File: src/sv/utar_pkg.sv
// Package for the unsigned-to-ASCII radix converter.
// Holds the word types, the conversion constants and the digit-to-character function.
// No dependencies.
`default_nettype none

package utar_pkg;

   // Value width and the fixed field widths
   localparam int VALUE_WIDTH = 32;
   localparam int RADIX_W     = 6;
   localparam int CHAR_W      = 8;
   localparam int DIGIT_W     = RADIX_W;

   // Base limits and character offsets
   localparam logic [RADIX_W-1:0] RADIX_MIN    = 6'd2;
   localparam logic [RADIX_W-1:0] RADIX_MAX    = 6'd36;
   localparam logic [CHAR_W-1:0]  CHAR_ZERO    = 8'd48;
   localparam logic [CHAR_W-1:0]  LOWER_OFFSET = 8'd87;
   localparam logic [CHAR_W-1:0]  UPPER_OFFSET = 8'd55;
   localparam logic [DIGIT_W-1:0] DIGIT_SPLIT  = 6'd10;

   // Divider: quotient bits retired per cycle and division steps per digit
   localparam int BITS_PER_STEP = 8;
   localparam int STEPS         = (VALUE_WIDTH + BITS_PER_STEP - 1) / BITS_PER_STEP;
   localparam int PAD_W         = STEPS * BITS_PER_STEP;
   localparam int STEP_W        = (STEPS > 1) ? $clog2(STEPS) : 1;

   // Digit store index width
   localparam int IDX_W = (VALUE_WIDTH > 1) ? $clog2(VALUE_WIDTH) : 1;

   typedef struct packed {
      logic [VALUE_WIDTH-1:0] value;
      logic [RADIX_W-1:0]     radix;
      logic                   upper;
   } req_word_type;

   typedef struct packed {
      logic [CHAR_W-1:0] ch;
      logic              last;
   } rsp_word_type;

   // Classified job: base already clamped into range
   typedef struct packed {
      logic [VALUE_WIDTH-1:0] value;
      logic [RADIX_W-1:0]     base;
      logic                   upper;
   } job_type;

   // Queue status seen by the front and the back
   typedef struct packed {
      logic full;
      logic empty;
   } queue_status_type;

   // Map one digit to its ASCII code
   function automatic logic [CHAR_W-1:0] digit_char(input logic [DIGIT_W-1:0] d,
                                                    input logic upper);
      logic [CHAR_W-1:0] d_ext;
      d_ext = CHAR_W'(d);
      if (d < DIGIT_SPLIT) begin
         digit_char = CHAR_ZERO + d_ext;
      end else begin
         digit_char = d_ext + (upper ? UPPER_OFFSET : LOWER_OFFSET);
      end
   endfunction

endpackage

`default_nettype wire

File: src/sv/utar_front.sv
// Front end: accepts request words and clamps the base into range.
// Holds one classified job until the queue takes it. Depends on utar_pkg.
`default_nettype none

module utar_front (
   input  wire logic                      clock,
   input  wire logic                      reset,
   input  wire logic                      start,
   output logic                           busy,
   input  wire utar_pkg::req_word_type    req_word,
   input  wire utar_pkg::queue_status_type q_status,
   output logic                           push,
   output utar_pkg::job_type              job
);
   import utar_pkg::*;

   logic    valid_ff, valid_in;
   job_type job_ff, job_in;
   logic    accept;

   assign accept = start && !valid_ff;
   assign push   = valid_ff && !q_status.full;
   assign busy   = valid_ff;
   assign job    = job_ff;

   // Clamp the base and capture the job
   always_comb begin
      job_in.value = req_word.value;
      job_in.upper = req_word.upper;
      if (req_word.radix inside {[RADIX_MIN:RADIX_MAX]}) begin
         job_in.base = req_word.radix;
      end else if (req_word.radix < RADIX_MIN) begin
         job_in.base = RADIX_MIN;
      end else begin
         job_in.base = RADIX_MAX;
      end
   end

   // Hold until the queue has room
   always_comb begin
      valid_in = valid_ff;
      if (push) begin
         valid_in = 1'b0;
      end
      if (accept) begin
         valid_in = 1'b1;
      end
   end

   always_ff @(posedge clock) begin
      if (reset) begin
         valid_ff <= 1'b0;
      end else begin
         valid_ff <= valid_in;
      end
   end

   always_ff @(posedge clock) begin
      if (accept) begin
         job_ff <= job_in;
      end
   end

endmodule

`default_nettype wire

File: src/sv/utar_queue.sv
// Two-entry job queue between the front end and the converter.
// Depends on utar_pkg.
`default_nettype none

module utar_queue (
   input  wire logic                 clock,
   input  wire logic                 reset,
   input  wire logic                 push,
   input  wire utar_pkg::job_type    push_job,
   input  wire logic                 pop,
   output utar_pkg::job_type         head_job,
   output utar_pkg::queue_status_type status
);
   import utar_pkg::*;

   job_type    entry_ff [2];
   logic       wr_ptr_ff, wr_ptr_in;
   logic       rd_ptr_ff, rd_ptr_in;
   logic [1:0] count_ff, count_in;

   assign status.full  = (count_ff == 2'd2);
   assign status.empty = (count_ff == 2'd0);
   assign head_job     = entry_ff[rd_ptr_ff];

   // Advance pointers and occupancy
   always_comb begin
      wr_ptr_in = push ? ~wr_ptr_ff : wr_ptr_ff;
      rd_ptr_in = pop ? ~rd_ptr_ff : rd_ptr_ff;
      count_in  = count_ff;
      if (push && !pop) begin
         count_in = count_ff + 2'd1;
      end else if (pop && !push) begin
         count_in = count_ff - 2'd1;
      end
   end

   always_ff @(posedge clock) begin
      if (reset) begin
         wr_ptr_ff <= 1'b0;
         rd_ptr_ff <= 1'b0;
         count_ff  <= 2'd0;
      end else begin
         wr_ptr_ff <= wr_ptr_in;
         rd_ptr_ff <= rd_ptr_in;
         count_ff  <= count_in;
      end
   end

   always_ff @(posedge clock) begin
      if (push) begin
         entry_ff[wr_ptr_ff] <= push_job;
      end
   end

endmodule

`default_nettype wire

File: src/sv/utar_back.sv
// Back end: divides each job by its base, stores digits, then emits them
// most significant first through a registered read and an output register.
// Depends on utar_pkg.
`default_nettype none

module utar_back (
   input  wire logic                      clock,
   input  wire logic                      reset,
   input  wire utar_pkg::job_type         head_job,
   input  wire utar_pkg::queue_status_type q_status,
   output logic                           pop,
   output logic                           rsp_valid,
   output utar_pkg::rsp_word_type         rsp_word
);
   import utar_pkg::*;

   localparam logic [1:0] ST_IDLE = 2'd0;
   localparam logic [1:0] ST_DIV  = 2'd1;
   localparam logic [1:0] ST_EMIT = 2'd2;

   logic [1:0]          state_ff, state_in;
   logic [PAD_W-1:0]    quo_ff, quo_in;
   logic [DIGIT_W-1:0]  rem_ff, rem_in;
   logic [RADIX_W-1:0]  base_ff, base_in;
   logic                upper_ff, upper_in;
   logic [STEP_W-1:0]   step_ff, step_in;
   logic [IDX_W-1:0]    wr_idx_ff, wr_idx_in;
   logic [IDX_W-1:0]    rd_idx_ff, rd_idx_in;

   logic [DIGIT_W-1:0]  digit_mem [VALUE_WIDTH];
   logic [DIGIT_W-1:0]  mem_q_ff;
   logic                mem_wr;
   logic                mem_rd;

   logic                pend_ff, pend_in;
   logic                pend_last_ff;
   logic                rsp_valid_ff;
   rsp_word_type        rsp_word_ff;

   logic [BITS_PER_STEP-1:0] quo_bits;
   logic [DIGIT_W-1:0]       rem_next;
   logic [PAD_W-1:0]         quo_next;
   logic                     last_step;

   assign pop       = (state_ff == ST_IDLE) && !q_status.empty;
   assign rsp_valid = rsp_valid_ff;
   assign rsp_word  = rsp_word_ff;
   assign last_step = (step_ff == STEP_W'(STEPS - 1));

   // Retire one byte of quotient bits by restoring division
   always_comb begin
      logic [DIGIT_W:0] r;
      r = {1'b0, rem_ff};
      for (int i = 0; i < BITS_PER_STEP; i++) begin
         r = {r[DIGIT_W-1:0], quo_ff[PAD_W-1-i]};
         if (r >= {1'b0, base_ff}) begin
            r = r - {1'b0, base_ff};
            quo_bits[BITS_PER_STEP-1-i] = 1'b1;
         end else begin
            quo_bits[BITS_PER_STEP-1-i] = 1'b0;
         end
      end
      rem_next = r[DIGIT_W-1:0];
      quo_next = {quo_ff[PAD_W-BITS_PER_STEP-1:0], quo_bits};
   end

   // Sequence division and readout
   always_comb begin
      state_in  = state_ff;
      quo_in    = quo_ff;
      rem_in    = rem_ff;
      base_in   = base_ff;
      upper_in  = upper_ff;
      step_in   = step_ff;
      wr_idx_in = wr_idx_ff;
      rd_idx_in = rd_idx_ff;
      mem_wr    = 1'b0;
      mem_rd    = 1'b0;
      case (state_ff)
         ST_IDLE: begin
            if (pop) begin
               quo_in    = PAD_W'(head_job.value);
               rem_in    = '0;
               base_in   = head_job.base;
               upper_in  = head_job.upper;
               step_in   = '0;
               wr_idx_in = '0;
               state_in  = ST_DIV;
            end
         end
         ST_DIV: begin
            quo_in  = quo_next;
            rem_in  = rem_next;
            step_in = step_ff + STEP_W'(1);
            if (last_step) begin
               mem_wr    = 1'b1;
               wr_idx_in = wr_idx_ff + IDX_W'(1);
               rem_in    = '0;
               step_in   = '0;
               if (quo_next == '0) begin
                  rd_idx_in = wr_idx_ff;
                  state_in  = ST_EMIT;
               end
            end
         end
         ST_EMIT: begin
            mem_rd = 1'b1;
            if (rd_idx_ff == '0) begin
               state_in = ST_IDLE;
            end else begin
               rd_idx_in = rd_idx_ff - IDX_W'(1);
            end
         end
         default: begin
            state_in = ST_IDLE;
         end
      endcase
   end

   assign pend_in = mem_rd;

   always_ff @(posedge clock) begin
      if (reset) begin
         state_ff     <= ST_IDLE;
         pend_ff      <= 1'b0;
         rsp_valid_ff <= 1'b0;
      end else begin
         state_ff     <= state_in;
         pend_ff      <= pend_in;
         rsp_valid_ff <= pend_ff;
      end
   end

   always_ff @(posedge clock) begin
      quo_ff    <= quo_in;
      rem_ff    <= rem_in;
      base_ff   <= base_in;
      upper_ff  <= upper_in;
      step_ff   <= step_in;
      wr_idx_ff <= wr_idx_in;
      rd_idx_ff <= rd_idx_in;
   end

   // Store digits least significant first
   always_ff @(posedge clock) begin
      if (mem_wr) begin
         digit_mem[wr_idx_ff] <= rem_next;
      end
   end

   // Read digits back most significant first
   always_ff @(posedge clock) begin
      if (mem_rd) begin
         mem_q_ff     <= digit_mem[rd_idx_ff];
         pend_last_ff <= (rd_idx_ff == '0);
      end
   end

   // Register the character for its one-cycle strobe
   always_ff @(posedge clock) begin
      if (pend_ff) begin
         rsp_word_ff.ch   <= digit_char(mem_q_ff, upper_ff);
         rsp_word_ff.last <= pend_last_ff;
      end
   end

endmodule

`default_nettype wire

File: src/sv/unsigned_to_ascii_radix.sv
// Unsigned integer to ASCII digits in base 2 to 36, most significant first.
// The divider retires 8 quotient bits per cycle; each digit is formed by division
// steps and stored, and all digits are read out once the quotient reaches zero.
// The longest job is base 2, with 32 digits.
// A two-entry queue lets up to three words wait; results cannot be stalled.
// Synchronous active-high reset clears the states, valid flags and queue pointers; no clearing pass.
`default_nettype none

module unsigned_to_ascii_radix (
   input  wire logic                   clock,
   input  wire logic                   reset,
   input  wire logic                   start,
   output logic                        busy,
   input  wire utar_pkg::req_word_type req_word,
   output logic                        rsp_valid,
   output utar_pkg::rsp_word_type      rsp_word
);
   import utar_pkg::*;

   job_type          front_job;
   job_type          head_job;
   logic             push;
   logic             pop;
   queue_status_type q_status;

   utar_front u_front (
      .clock    (clock),
      .reset    (reset),
      .start    (start),
      .busy     (busy),
      .req_word (req_word),
      .q_status (q_status),
      .push     (push),
      .job      (front_job)
   );

   utar_queue u_queue (
      .clock    (clock),
      .reset    (reset),
      .push     (push),
      .push_job (front_job),
      .pop      (pop),
      .head_job (head_job),
      .status   (q_status)
   );

   utar_back u_back (
      .clock     (clock),
      .reset     (reset),
      .head_job  (head_job),
      .q_status  (q_status),
      .pop       (pop),
      .rsp_valid (rsp_valid),
      .rsp_word  (rsp_word)
   );

endmodule

`default_nettype wire
File: config.mk
export PLATFORM = sky130hd
export DESIGN_NAME = unsigned_to_ascii_radix
export DESIGN_NICKNAME = d
export VERILOG_FILES = /design/src/sv/utar_pkg.sv /design/src/sv/utar_front.sv /design/src/sv/utar_queue.sv /design/src/sv/utar_back.sv /design/src/sv/unsigned_to_ascii_radix.sv
export SDC_FILE = /design/constraint.sdc
export NUM_CORES = 1
export LEC_CHECK = 0
export ABC_AREA = 0
export BUFFER_PORTS_ARGS = -buffer_cell sky130_fd_sc_hd__buf_4
export CORE_UTILIZATION = 39
export CTS_BUF_LIST = sky130_fd_sc_hd__clkbuf_16
export CTS_CLUSTER_DIAMETER = 80
export DETAILED_ROUTE_END_ITERATION = 8
export MAX_ROUTING_LAYER = met4
export PLACE_DENSITY_LB_ADDON = 0.1
export RECOVER_POWER = 100
export SETUP_SLACK_MARGIN = 0.3
export SYNTH_ARGS = -nofsm -noshare
export SYNTH_HDL_FRONTEND = slang
export SYNTH_SLANG_ARGS = --single-unit
File: constraint.sdc
create_clock -name clock -period 21.5 [get_ports clock]
set_clock_uncertainty 0.2 [all_clocks]
set_input_delay 2.15 -clock clock [delete_from_list [all_inputs] [get_ports clock]]
set_output_delay 2.15 -clock clock [all_outputs]
set_load 0.1 [all_outputs]
==> results.sh <==
export IMPL_rows=78
export IMPL_slew_headroom_pct=-118.9
export IMPL_cts_sinks=392
export IMPL_worst_ep_arrival_time_ps=20080
export IMPL_synth_xor_area_share_pct=2.000
export IMPL_viasPerCell=5.249
export IMPL_drt_pass1_iterations=5
export IMPL_wl_per_cell_microns=20.92
export IMPL_die_area_sq_um=46900
export IMPL_grt_overflow_total=0
export IMPL_end_kind="flop"
export IMPL_die_h_microns=216.6
export IMPL_grt_pass1_wl_microns=60580
export IMPL_grt_pass1_vias=9888
export IMPL_syn_area_per_cell_sq_um=15.33
export IMPL_drc=0
export IMPL_yosys_warnings=0
export IMPL_cts_root_buf="clkbuf_16"
export IMPL_slew_viol_final=318
export IMPL_synth_mux_area_share_pct=11.31
export IMPL_max_stage_delay_ps=520
export IMPL_synth_compound_area_share_pct=7.184
export IMPL_setup_slack_ps=1516
export IMPL_dp_hpwl_microns=26420
export IMPL_die_width_microns=216.6
export IMPL_dp_slack_ps=1047
export IMPL_dpl_instance_area_sq_um=19070
export IMPL_violations="capacitance limit, slew limit"
export IMPL_cap_violations=7
export IMPL_clock_path_buffers=3
export IMPL_rsz0062_at_grt="no"
export IMPL_antenna_left=0
export IMPL_critPathKind="reg2reg"
export IMPL_drt_initial_drc_count=703
export IMPL_io_pins=53
export IMPL_cp_max_fo=33
export IMPL_path_clk_slew_ps=60
export IMPL_syn2layout_area_growth_pct=13.79
export IMPL_synth_edf_count=382
export IMPL_cpMostUsedCell="ha_1"
export IMPL_ys_ff_latch=392
export IMPL_mostFrequentLayoutCell="edfxtp_1"
export IMPL_syn_num_nets=1282
export IMPL_ys_types=77
export IMPL_gp_congestion=0.9032
export IMPL_synth_flop_cell="edfxtp_1"
export IMPL_crit_path_start_kind="flop"
export IMPL_hold_viol_final=0
export IMPL_synth_top_family_by_area="multiplexers"
export IMPL_insertion_delay_ps=570
export IMPL_cp_required_ps=21600
export IMPL_layout_common_cells="edfxtp_1, nor2_1, inv_1, nand2_1, ha_1"
export IMPL_vias=9890
export IMPL_cts_buffers=43
export IMPL_portBuffers=52
export IMPL_grt_antenna_before_repair=0
export IMPL_synth_simple_gate_area_share_pct=7.198
export IMPL_num_fill_cells=4055
export IMPL_nNetsFinal=1362
export IMPL_fmax_ghz=0.05004
export IMPL_slowest_stage="or2_0"
export IMPL_reg2reg_setup_slack_ps=1520
export IMPL_grt_max_degree=72
export IMPL_drive_gt1_share_pct=17.93
export IMPL_hp_class="reg2reg"
export IMPL_postCtsHoldBufs=0
export IMPL_max_slew_worst_pin_slew_ps=3283
export IMPL_fin_crit_sh_pct=92.95
export IMPL_cts_tree="done"
export IMPL_synthAdderAreaFrac_pct=5.198
export IMPL_h_tree_depth=2
export IMPL_core_region_area_sq_um=45380
export IMPL_async_flop_share_pct=0
export IMPL_fin_area_sq_um=20430
export IMPL_synthCells=1171
export IMPL_period_minus_slack_ps=19980
export IMPL_netlist_area_sq_um=17960
export IMPL_drt_wl_total_microns=39420
export IMPL_initial_core_util_pct=39.57
export IMPL_setup_viol=0
export IMPL_totalNegativeSetupSlack_ps=0
export IMPL_run_status="finished, violations left"
export IMPL_grt_usage_pct=17.77
export IMPL_seq_area_frac_synth_pct=65.00
-- synthesized netlist by cell type (8+ instances only) --
| master | n | share of area, % |
|---|---|---|
| ha_1 | 61 | 4.3 |
| a211oi_1 | 10 | 0.42 |
| o21a_1 | 8 | 0.33 |
| buf_1 | 9 | 0.19 |
| edfxtp_1 | 382 | 64 |
| fa_1 | 8 | 0.89 |
| nor3_1 | 11 | 0.31 |
| xnor2_1 | 20 | 0.98 |
| inv_1 | 57 | 1.2 |
| mux2i_1 | 39 | 2.2 |
| mux2_2 | 19 | 1.2 |
| clkbuf_1 | 28 | 0.59 |
| a21oi_1 | 39 | 1.1 |
| nor2b_1 | 21 | 0.73 |
| xor2_1 | 21 | 1.0 |
| nand2_1 | 64 | 1.3 |
| nand3_1 | 21 | 0.59 |
| nor2_1 | 83 | 1.7 |
| o21ai_0 | 51 | 1.4 |
| a21o_1 | 20 | 0.84 |
| mux4_2 | 60 | 7.5 |
| nand2b_1 | 13 | 0.45 |
| dfxtp_1 | 10 | 1.1 |
-- sequential cells by signal (all words and copies together) (netlist names), named ones only --
register / count
u_back.rd_idx_ff: 5
u_back.rsp_valid: 1
u_back.upper_ff: 1
u_queue.rd_ptr_ff: 1
u_back.mem_q_ff: 6
u_back.digit_mem: 192
u_back.rsp_word: 9
u_back.rem_ff: 6
u_queue.wr_ptr_ff: 1
u_front.busy: 1
u_back.wr_idx_ff: 5
u_queue.count_ff: 2
u_back.quo_ff: 32
u_back.step_ff: 2
u_queue.entry_ff: 78
u_front.job: 39
u_back.pend_last_ff: 1
u_back.base_ff: 6
u_back.pend_ff: 1
u_back.state_ff: 2
-- per-layer routing --
layer	vias up	global-route usage, %	routed length, microns	share of wire, %
met5	-	-	0	0
met4	0	5.023	896	2.3
met3	66	3.004	1690	4.3
met2	205	26.15	17730	45
met1	4931	25.34	19100	48
li1	4688	-	-	-
-- worst max-delay path, delay by kind of cell (launching register included) --
family | cells | cell delay (ps)
flip-flops | 1 | 370
adder cells (fa/ha/maj) | 8 | 2570
AO/OA/AOI/OAI | 39 | 9470
AND/OR/NAND/NOR | 16 | 3380
buffers and inverters | 8 | 1080
multiplexers | 7 | 2580
-- area by class of cell --
class	count	area [sq um]	share of cell area [%]
multi-input combinational	681	5936	29.05
antenna	1	2.502	0.01225
sequential	392	11670	57.12
inverter	57	225.2	1.102
tap	600	750.7	3.674
clock inverter	33	252.7	1.237
clock buffer	44	1101	5.389
timing repair buffer	76	493.0	2.413
-- logic make-up (layout without fill, tap and decap cells) --
logic type / count (synthesis) / in the layout
AO/OA/AOI/OAI: 186 / 186
XOR/XNOR: 41 / 41
adder cells (fa/ha/maj): 70 / 70
buffers and inverters: 98 / 210
flip-flops: 392 / 392
multiplexers: 123 / 123
other: 0 / 1
AND/OR/NAND/NOR: 261 / 261
-- repair_timing --
item	in CTS	in global routing
setup endpoints to repair	0	204
endpoints found under the hold margin	0	0
setup buffers	0	12
gates resized for setup	0	6
-- through the flow --
step,util (%),hold slack (ps),cells
finish,45.02,236.0,1884
global route,45.02,249.2,1883
CTS,45.00,234.7,1871
detailed placement,42.02,211.6,1794
global placement,42.02,215.3,1794
floorplan,-,200.3,1171
-- path summary, 6_finish.rpt --
kind	end	startpoint	depth (start not counted)
worst max-delay path	u_back.rem_ff[1]	u_back.base_ff[2]	78
worst min-delay path	u_back.rsp_word[0]	u_back.pend_last_ff	0
worst max register to register	u_back.rem_ff[1]	u_back.base_ff[2]	78
worst min register to register	u_back.rsp_word[0]	u_back.pend_last_ff	0
Power is left out: the tool's default activity adds up to more than one toggle a clock period on the data nets, which glitch-free logic cannot reach.
